===== config.mk =====
export PLATFORM = sky130hd
export DESIGN_NAME = sfe_lane
export DESIGN_NICKNAME = d
export VERILOG_FILES = /design/src/hdl/sediment_fraction_eroder_assert.svh /design/src/hdl/sfe_pkg.sv /design/src/hdl/sfe_lane.sv
export SDC_FILE = /design/constraint.sdc
export NUM_CORES = 1
export LEC_CHECK = 0
export BUFFER_PORTS_ARGS = -buffer_cell sky130_fd_sc_hd__buf_2
export CAP_MARGIN = 30
export CORE_MARGIN = 2
export CORE_UTILIZATION = 30
export DETAILED_ROUTE_END_ITERATION = 12
export HOLD_SLACK_MARGIN = 0.08
export PLACE_DENSITY = 0.48
export SLEW_MARGIN = 15
export SYNTH_ARGS = -nofsm -noshare
export SYNTH_HDL_FRONTEND = slang
export SYNTH_SLANG_ARGS = --single-unit

===== constraint.sdc =====
create_clock -name clk -period 5.4 [get_ports clk]
set_input_delay 0.54 -clock clk [delete_from_list [all_inputs] [get_ports clk]]
set_output_delay 0.54 -clock clk [all_outputs]
set_load 0.02 [all_outputs]

===== src/hdl/sediment_fraction_eroder_assert.svh =====
// Assertion macros for the sediment fraction eroder
`ifndef SEDIMENT_FRACTION_ERODER_ASSERT_SVH
`define SEDIMENT_FRACTION_ERODER_ASSERT_SVH
// Check that a condition implies another on the same edge
`define SFE_ASSERT_IMP(label, ante, cons) \
    label: assert property (@(posedge clk) disable iff (!rst_n) (ante) |-> (cons)) \
        else $error("assertion failed");
// Check that a condition implies another on the next edge
`define SFE_ASSERT_NEXT(label, ante, cons) \
    label: assert property (@(posedge clk) disable iff (!rst_n) (ante) |=> (cons)) \
        else $error("assertion failed");
`endif


===== src/hdl/sfe_pkg.sv =====
// Types, codes and constants shared by the eroder files
package sfe_pkg;
    localparam int NFRAC = 3;
    localparam int THICK_W = 32;
    localparam int WEIGHT_W = 16;
    localparam int PROD_W = THICK_W + WEIGHT_W;
    localparam int TOTW_W = WEIGHT_W + 2;

    typedef enum logic [2:0] {
        ACT_FLOW      = 3'd0,
        ACT_SPLASH    = 3'd1,
        ACT_SLUMP     = 3'd2,
        ACT_DEP_MAIN  = 3'd3,
        ACT_DEP_TEMP  = 3'd4,
        ACT_LOAD_MAIN = 3'd5,
        ACT_LOAD_TEMP = 3'd6,
        ACT_NONE      = 3'd7
    } action_t;

    typedef enum logic [1:0] {
        ST_DONE  = 2'd0,
        ST_EMPTY = 2'd1,
        ST_ZEROW = 2'd2,
        ST_SAT   = 2'd3
    } status_t;

    typedef enum logic [1:0] {
        CFG_FLOW   = 2'd0,
        CFG_SPLASH = 2'd1,
        CFG_SLUMP  = 2'd2,
        CFG_ZTOL   = 2'd3
    } cfg_index_t;

    typedef enum logic [1:0] {
        FSM_IDLE,
        FSM_DIV,
        FSM_OUT
    } fsm_t;

    typedef struct packed {
        logic [2:0]  action;
        logic [31:0] erode_amount;
        logic [31:0] clay_amount;
        logic [31:0] silt_amount;
        logic [31:0] sand_amount;
    } in_item_t;

    typedef struct packed {
        logic [31:0] clay_removed;
        logic [31:0] silt_removed;
        logic [31:0] sand_removed;
        logic [31:0] clay_left;
        logic [31:0] silt_left;
        logic [31:0] sand_left;
        logic [33:0] layer_total;
        logic [1:0]  status;
    } out_item_t;

    // lane control from the sequencer
    typedef struct packed {
        logic start;
        logic [PROD_W-1:0] dividend;
        logic [TOTW_W-1:0] divisor;
    } lane_cmd_t;
endpackage


===== src/hdl/sfe_lane.sv =====
// One lane: serial restoring divider for a fraction's share
module sfe_lane (
    input  logic clk,
    input  logic rst_n,
    input  sfe_pkg::lane_cmd_t cmd,
    output logic busy,
    output logic [sfe_pkg::THICK_W-1:0] share
);
    import sfe_pkg::*;
    localparam int CNT_W = $clog2(PROD_W + 1);

    logic [PROD_W-1:0] quo_reg, quo_next;
    logic [TOTW_W-1:0] rem_reg, rem_next;
    logic [TOTW_W-1:0] dsr_reg, dsr_next;
    logic [CNT_W-1:0]  cnt_reg, cnt_next;
    logic [TOTW_W:0]   trial;

    always_comb
    begin
        quo_next = quo_reg;
        rem_next = rem_reg;
        dsr_next = dsr_reg;
        cnt_next = cnt_reg;
        trial = {rem_reg, quo_reg[PROD_W-1]};
        if (cmd.start)
        begin
            quo_next = cmd.dividend;
            rem_next = '0;
            dsr_next = cmd.divisor;
            cnt_next = CNT_W'(PROD_W);
        end
        else if (cnt_reg != '0)
        begin
            // shift one dividend bit in, subtract when it fits
            if (trial >= {1'b0, dsr_reg})
            begin
                rem_next = TOTW_W'(trial - {1'b0, dsr_reg});
                quo_next = {quo_reg[PROD_W-2:0], 1'b1};
            end
            else
            begin
                rem_next = trial[TOTW_W-1:0];
                quo_next = {quo_reg[PROD_W-2:0], 1'b0};
            end
            cnt_next = cnt_reg - 1'b1;
        end
    end

    always_ff @(posedge clk or negedge rst_n)
    begin
        if (!rst_n)
            cnt_reg <= '0;
        else
            cnt_reg <= cnt_next;
    end

    always_ff @(posedge clk)
    begin
        quo_reg <= quo_next;
        rem_reg <= rem_next;
        dsr_reg <= dsr_next;
    end

    assign busy  = (cnt_reg != '0);
    assign share = quo_reg[THICK_W-1:0];
endmodule

==> results of run 1 <==
layout make-up:
class / instances / area, um^2 / share of cell area [%]
clock inverters: 6 / 96.3 / 1.66
repair buffers: 105 / 553 / 9.51
inverters: 30 / 113 / 1.94
flip-flops and latches: 90 / 2490 / 42.9
diodes: 1 / 2.50 / 0.0430
multi-input cells: 274 / 2050 / 35.3
well taps: 220 / 275 / 4.74
clock buffers: 10 / 229 / 3.94
metrics by stage:
| stage | hold WS (ns) | worst slack [ns] | util (%) | cell area [um^2] |
|---|---|---|---|---|
| floorplan | 0.244 | 2.94 | - | 4970 |
| global placement | 0.371 | 2.70 | 33.2 | 5460 |
| detailed placement | 0.379 | 2.75 | 33.4 | 5480 |
| CTS | 0.353 | 2.72 | 35.4 | 5810 |
| global route | 0.355 | 2.49 | 35.4 | 5810 |
| finish | 0.368 | 2.74 | 35.4 | 5810 |
metal layers:
metal / track usage (%) / up-vias / wire [um]
met5: 0 / - / 0
met2: 21.6 / 63 / 5520
met1: 16.2 / 1649 / 4920
li1: - / 1729 / -
met4: 5.85 / 0 / 176
met3: 2.26 / 12 / 313
critical path, stage by stage, from the launching register on:
cell and delay, ns:
dfxtp_1 0.34, ha_1 0.40, a21oi_1 0.25, o21ai_0 0.23, a21o_1 0.25, nor2_2 0.63, nand2_1 0.11, a311oi_1 0.33
power by group through the flow:
stage	sequential [mW]	clock, mW	combinational (mW)
6_report	0.955	0.696	0.940
3_5_place_dp	0.971	0	0.935
5_1_grt	0.971	0.749	1.05
4_1_cts	0.958	0.716	0.941
2_1_floorplan	0.940	0	0.789
3_3_place_gp	0.969	0	0.934
cells by family after synthesis:
| logic type | after synthesis | share of synthesized area [%] |
|---|---|---|
| compound gates | 87 | 12.1 |
| xor+xnor | 12 | 2.11 |
| fa+ha+maj | 20 | 5.18 |
| buf+inv | 77 | 8.63 |
| flops | 90 | 50.1 |
| mux | 52 | 11.7 |
| simple gates | 103 | 10.2 |
worst paths after layout:
kind                                  start           to  slack [ns]
worst min-delay path                cmd[14]  dsr_reg[14]        0.37
worst max register to register  rem_reg[13]   rem_reg[5]        2.74
min in group asynchronous             rst_n   cnt_reg[3]        0.56
max in group asynchronous             rst_n   cnt_reg[4]        4.69
worst min register to register  rem_reg[12]  rem_reg[13]        0.51
worst max-delay path            rem_reg[13]   rem_reg[5]        2.74
synth_stat cells, drive strengths merged, types with 8 or more instances:
cell type / count / share of area (%)
a21oi: 24 / 2.6
nor2: 32 / 2.5
nand3: 11 / 1.2
nand2: 28 / 2.1
clkbuf: 8 / 0.60
inv: 29 / 2.2
o21ai: 18 / 1.9
mux2: 48 / 11
a211oi: 9 / 1.7
buf: 39 / 5.8
ha: 19 / 4.8
edfxtp: 66 / 40
dfxtp: 18 / 7.2
==> results.ini, run 1 <==
[floorplan]
die-height_um=133
initial_core_util_pct=30.3
die_x_um=133
fp.dieArea_um2=17600
core_area_um2=16400
rows=47
ioPinCount=102

[sta]
maxSlewViolCount=0
min_period_ns=2.66
relSlewSlack_pct=45.1
hold_viol=0
rsz0062_at_grt=false
min_period_over_period_pct=49.2
setup_viol=0
tns_ns=0
skew_ns=0.00823
tightest_slew_ns=0.823
fmax_mhz=376

[yosys]
async_flop_share_pct=6.67
yosysWarnings=0
synth_cells=441
synth-main-ff-cell=edfxtp_1
synth.distinct_cells=65
seq_area_frac_synth_pct=50.1
synth_edf_count=66
syn_avg_cell_area_um2=11.3
syn-cell-area_um2=4970
synth-seq-cells=90
synth_nets=530

[worst_setup_path]
ff2ff_path_depth=7
cp-end-kind=register
critical_path_required_ns=5.63
startpoint_type=register
crit_type=register to register
worstPathArrival_ns=2.89
cp_max_fo=16

[place]
place_inst=718
place.gp.congestion=0.801
hpwlAfterDp_um=7840
port-buffer-count=101

[clock_network]
hold_buffers=1
path_clk_slew_ns=0.07
cts_sinks=90
cts_buffer_depth=2
clock_latency_ns=0.34
htreeDepth=3
root_buffer=clkbuf_16
cts_setup_buffers=0
cts_resized=0
cts_buffers=9
cts_tree=built

[route]
wirelength_um=10900
drtAntennaViolNets=0
drt_pass1_iterations=4
drtIter0Drc=161
drc=0
vias_per_cell=4.69
avgRoutedWirePerCell_um=14.8
vias=3453

[layout]
final_cell_mix=100 x buf_2, 66 x edfxtp_1, 48 x mux2_2
final_nets=599
largest_register_ffs=48
area_growth_syn_to_layout_pct=16.9
final_layout_size_suffix_gt1_share_pct=35.5
final_common_cell=buf_2
fillers=1643
stdcell_count=736

[hold_path]
holdCritPathClass=input pin to register
whs_path_depth=1

[power_and_ir_drop]
p_leak_nw=2.43
p_int_mw=1.67
power.share.sequential_pct=36.9
p_sw_share_pct=35.5
ir_drop_mv=0.162
switchingPower_mw=0.920
powerDensity_nw_per_um2=446
pwr-share-clk_pct=26.9
power.total_mw=2.59
pwr-share-comb_pct=36.3

[global_route]
antenna_found_initial=1
gr-usage-all-layers_pct=12.9
grt_pass1_wl_um=18300
grt_pass1_vias=3656
grt-ovfl-total=0
grt_max_degree=46

[status]
outcome=completed

[flow_run]
drv_cap=0

No activity file was read; power rests on OpenSTA's default activity.
==> inputs of run 2 (changes only) <==
clock period = 2.7 ns   (was 5.4 ns; I/O delays follow)
==> run 2 against run 1 <==
Against the previous run:
- fmax up 3.5%
- combinational power up 120%
- via count up 1.4%
- sequential power up 100%
- power up 100%
==> results.ini, run 2 (synthesis gave the netlist of run 1 again) <==
[status]
outcome=completed

[worst_setup_path]
startpoint_type=register
cp_max_fo=3  ; -13
worstPathArrival_ns=2.84  ; -0.05 ns
critical_path_required_ns=2.98  ; -2.65 ns
critPathLaunch=quo_reg[47]
crit_type=register to register
ff2ff_path_depth=10  ; +3
regToRegStartpoint=quo_reg[47]
cp-end-kind=register

[clock_network]
cts_tree=built
cts_sinks=90  ; unchanged
path_clk_slew_ns=0.07  ; about the same
cts_buffers=9  ; unchanged
root_buffer=clkbuf_16
clock_latency_ns=0.35  ; about the same
htreeDepth=3  ; unchanged
cts_buffer_depth=2  ; unchanged

[power_and_ir_drop]
p_leak_nw=2.48  ; +2.4%
power.total_mw=5.30  ; +100%
powerDensity_nw_per_um2=893  ; +100%
ir_drop_mv=0.319  ; +96%

[sta]
hold_viol=0  ; unchanged
rsz0062_at_grt=false
tightest_slew_ns=0.685  ; -0.138 ns
skew_ns=0.00863  ; +0.000391 ns
fmax_mhz=389  ; +3.5%
relSlewSlack_pct=54.2  ; +9.1 points
tns_ns=0  ; unchanged
min_period_ns=2.57  ; -0.0908 ns
maxSlewViolCount=0  ; unchanged
setup_viol=0  ; unchanged
min_period_over_period_pct=95.1  ; +46 points

[route]
drtIter0Drc=237  ; +47%
vias_per_cell=4.70  ; about the same
drc=0  ; unchanged
drtAntennaViolNets=0  ; unchanged
drt_pass1_iterations=4  ; unchanged
vias=3503  ; +1.4%
wirelength_um=11400  ; +4.2%
avgRoutedWirePerCell_um=15.3  ; +2.8%

[floorplan]
core_area_um2=16400  ; unchanged
die-height_um=133  ; unchanged
initial_core_util_pct=30.3  ; unchanged
ioPinCount=102  ; unchanged
rows=47  ; unchanged
fp.dieArea_um2=17600  ; unchanged
die_x_um=133  ; unchanged

[global_route]
grt_pass1_wl_um=18500  ; +1.1%
gr-usage-all-layers_pct=13.4  ; +0.54 points
grt_max_degree=49  ; +6.5%
grt-ovfl-total=0  ; unchanged
grt_pass1_vias=3629  ; -0.74%
antenna_found_initial=1  ; unchanged

[layout]
largest_register_ffs=48  ; unchanged
stdcell_count=746  ; +1.4%
final_nets=609  ; +1.7%
final_cell_mix=100 x buf_2, 66 x edfxtp_1, 48 x mux2_2
final_common_cell=buf_2
final_layout_size_suffix_gt1_share_pct=36.0  ; +0.47 points
area_growth_syn_to_layout_pct=19.2

[place]
hpwlAfterDp_um=8160  ; +4.0%
port-buffer-count=101  ; unchanged
place_inst=722  ; +0.56%
place.gp.congestion=0.851  ; +6.3%

[flow_run]
drv_cap=0  ; unchanged

[hold_path]
hp-start=cmd[16]
holdCritPathClass=input pin to register
whs_path_depth=1  ; unchanged

[run 2: cell count changes in the layout (fill, tap and decap cells not counted), sizes merged]
| cell | previous run | this run |
|---|---|---|
| dlygate4sd3 | 1 | 7 |
| buf | 104 | 108 |
| bufinv | 2 | 1 |
| clkbuf | 10 | 11 |
| clkinv | 1 | 2 |
| clkinvlp | 1 | 0 |
[run 2: layer usage]
metal / global-route usage [%] / share of wire [%] / vias up
li1: - / - / 1743
met1: 16.2 / 44 / 1680
met2: 22.9 / 50 / 67
met3: 2.49 / 3.5 / 13
met4: 6.81 / 2.1 / 0
met5: 0 / 0 / -
[run 2: critical path: stages (launching register included)]
cell and delay (ns):
edfxtp_1 0.37, inv_1 0.09, ha_1 0.18, fa_1 0.26, nor2b_4 0.06, o31a_1 0.25
o41a_1 0.40, o21ai_2 0.20, a21oi_1 0.11, a311o_1 0.36, a211oi_2 0.19
[run 2: power by group]
part | switching (mW) | internal, mW | total (mW)
combinational | 1.15 | 0.884 | 2.03
clock | 0.570 | 0.783 | 1.35
sequential | 0.167 | 1.75 | 1.91
total | 1.88 | 3.41 | 5.30
[run 2: cell type report]
cell class / count / area [um^2]
well taps: 220 / 275
fillers: 1668 / 10500
repair buffers: 115 / 668
clock inverters: 5 / 67.6
flip-flops and latches: 90 / 2490
diodes: 1 / 2.50
inverters: 30 / 113
clock buffers: 11 / 253
multi-input cells: 274 / 2060
[run 2: worst paths after layout]
kind	endpoint	slack [ns]
min in group asynchronous	cnt_reg[1]	0.28
hold / removal	dsr_reg[16]	0.09
max in group asynchronous	cnt_reg[5]	2.26
setup reg to reg	rem_reg[16]	0.13
hold reg to reg	rem_reg[2]	0.51
setup / recovery	rem_reg[16]	0.13
[run 2: through the flow]
| stage | utilization, % | hold slack, ns | area, um^2 | setup WS, ns |
|---|---|---|---|---|
| floorplan | - | -0.0256 | 4970 | 0.241 |
| global placement | 33.7 | 0.103 | 5530 | 0.274 |
| detailed placement | 33.7 | 0.111 | 5530 | 0.172 |
| CTS | 36.1 | 0.0806 | 5920 | 0.130 |
| global route | 36.1 | 0.0833 | 5930 | 0.0264 |
| finish | 36.1 | 0.0928 | 5930 | 0.132 |
[run 2: what timing repair did]
item	CTS	global route
gates resized for setup	0	1
endpoints found under the setup margin	0	1
hold buffers	7	0
endpoints found under the hold margin	12	0
buffers inserted	0	0
==> inputs of run 3 (changes only) <==
CORE_MARGIN = 1   (was 2)
==> run 3 against run 2 <==
Against the previous run:
- worst setup slack better by 0.062 ns
- die area decreased by 3.0%
- sequential power about the same
- critical path type unchanged
- final cell count decreased by 0.80%
==> results.ini, run 3 (synthesis gave the netlist of run 1 again) <==
[worst_setup_path]
critPathBufInv=1  ; unchanged
crit_type=register to register
worstPathArrival_ns=2.77  ; -0.07 ns
slowest_stage=a221oi_1
timing.rr.end=rem_reg[10]
regToRegStartpoint=quo_reg[47]
cp_max_fo=3  ; unchanged
reg2reg_slack_ns=0.19  ; +0.06 ns
critical_path_required_ns=2.96  ; -0.02 ns
startpoint_type=register
ff2ff_path_depth=10  ; unchanged
cp_top_family=compound AO/OA/AOI/OAI gates
crit_chain=inv_1, ha_1, fa_1, nor2b_4, o31a_1, o41a_1, a221oi_1, xnor2_1, nand2_1, a211oi_1
cp-end-kind=register
slowest_delay_ns=0.41  ; about the same

[clock_network]
cts_tree=built
cts_buffers=9  ; unchanged
root_buffer=clkbuf_16
path_clk_slew_ns=0.07  ; about the same
cts_buffer_depth=2  ; unchanged
clock_latency_ns=0.35  ; about the same
cts_sinks=90  ; unchanged
htreeDepth=3  ; unchanged

[power_and_ir_drop]
powerDensity_nw_per_um2=866  ; -3.0%
ir_drop_mv=0.348  ; +9.2%
p_leak_nw=2.45  ; -1.4%

[hold_path]
holdPathEnd=dsr_reg[4]
hp-start=cmd[4]
holdCritPathClass=input pin to register
whs_path_depth=1  ; unchanged

[global_route]
grt_pass1_vias=3491  ; -3.8%
antenna_found_initial=0  ; -1
grt_max_degree=49  ; unchanged
gr-usage-all-layers_pct=13.8  ; +0.35 points
busiest_layer=met2
use_met2_pct=21.3  ; -1.5 points
grt-ovfl-total=0  ; unchanged
use_met3_pct=3.14  ; +0.64 points
grt_pass1_wl_um=17800  ; -3.7%
grtUsageMet1_pct=18.0  ; +1.8 points

[floorplan]
ioPinCount=102  ; unchanged
die_x_um=131  ; -1.5%
initial_core_util_pct=31.0  ; +0.66 points
core_area_um2=16100  ; -2.1%
fp.dieArea_um2=17100  ; -3.0%
rows=46  ; -2.1%
die-height_um=131  ; -1.5%

[place]
port-buffer-count=101  ; unchanged
pre_cts_ws_ns=0.198  ; +0.0260 ns
place_inst=720  ; -0.28%
hpwlAfterDp_um=7880  ; -3.4%
postPlaceCellArea_um2=5520  ; -0.27%
place.gp.congestion=0.819  ; -3.8%

[layout]
final_common_cell=buf_2
utilization_pct=36.3  ; +0.19 points
diodes=0  ; -1
largest_register_ffs=48  ; unchanged
area_growth_syn_to_layout_pct=17.3
final_layout_size_suffix_gt1_share_pct=36.1  ; +0.069 points
final_nets=608  ; -0.16%
final_cell_mix=100 x buf_2, 66 x edfxtp_1, 48 x mux2_2
design_area_um2=5830  ; -1.6%
stdcell_count=740  ; -0.80%

[sta]
relSlewSlack_pct=53.5  ; -0.68 points
fmax_mhz=399  ; +2.5%
hold_viol=0  ; unchanged
skew_ns=0.0115  ; +0.00291 ns
setup_viol=0  ; unchanged
tightest_slew_ns=0.695  ; +0.0102 ns
rsz0062_at_grt=false
min_period_ns=2.51  ; -0.0624 ns
min_period_over_period_pct=92.8  ; -2.3 points
tns_ns=0  ; unchanged
maxSlewViolCount=0  ; unchanged
setup_ws_ns=0.194  ; +0.0624 ns

[route]
vias=3512  ; +0.26%
drtAntennaViolNets=0  ; unchanged
drt_pass1_iterations=4  ; unchanged
drtIter0Drc=214  ; -9.7%
wirelength_um=11000  ; -3.3%
vias_per_cell=4.75  ; +1.1%
drc=0  ; unchanged
avgRoutedWirePerCell_um=14.9  ; -2.5%

[status]
outcome=completed

[flow_run]
drv_cap=0  ; unchanged

run 3: cell count changes in the layout (fill, tap and decap cells not counted), moves of 2 or more:
cell,before,now
buf_4,5,9
buf_12,3,1
clkbuf_8,2,0
dlygate4sd3_1,7,4
clkinv_4,1,3
run 3: through the flow:
stage          hold WS (ns)  power, mW
6_report             0.0970       5.05
5_1_grt              0.0841       5.41
4_1_cts              0.0802       5.11
3_5_place_dp          0.102       3.88
3_3_place_gp          0.102       3.87
2_1_floorplan       -0.0256       3.46
run 3: worst max-delay path by stage:
| stage | from | end | slack (ns) | cells after the start |
|---|---|---|---|---|
| floorplan | cnt_reg[0] | quo_reg[0] | 0.24 | 7 |
| global placement | quo_reg[47] | rem_reg[10] | 0.24 | 10 |
| detailed placement | quo_reg[47] | rem_reg[10] | 0.20 | 10 |
| CTS | quo_reg[47] | rem_reg[10] | 0.16 | 10 |
| global route | quo_reg[47] | rem_reg[12] | 0.04 | 10 |
| finish | quo_reg[47] | rem_reg[10] | 0.19 | 10 |
run 3: routing by layer:
metal / up-vias / share of wire, %
met3: 16 / 4.0
met5: - / 0
li1: 1738 / -
met1: 1683 / 46
met4: 0 / 2.2
met2: 75 / 48
run 3: final cells by class:
class | count | area, um^2
Multi-Input combinational cell | 274 | 2050
Clock buffer | 10 | 229
Clock inverter | 6 | 48.8
Inverter | 30 | 113
Timing Repair Buffer | 114 | 628
Tap cell | 216 | 270
Sequential cell | 90 | 2490
Fill cell | 1625 | 10200
run 3: worst reg2reg max path: cells and delay by family, from the launching register on:
kind                     cells  cell delay (ns)
buffers and inverters        1             0.08
AO/OA/AOI/OAI                4             1.22
flip-flops                   1             0.37
adder cells (fa/ha/maj)      2             0.45
AND/OR/NAND/NOR              2             0.13
XOR/XNOR                     1             0.17
run 3: what timing repair did:
action,CTS,global route
gates resized for setup,0,0
endpoints found under the hold margin,9,0
setup buffers,0,0
hold buffers,4,0
run 3: report_power, final:
part	total, mW	switching, mW	internal (mW)
registers	1.90	0.158	1.75
clock network	1.19	0.555	0.634
logic	1.96	1.12	0.842
total	5.05	1.83	3.22
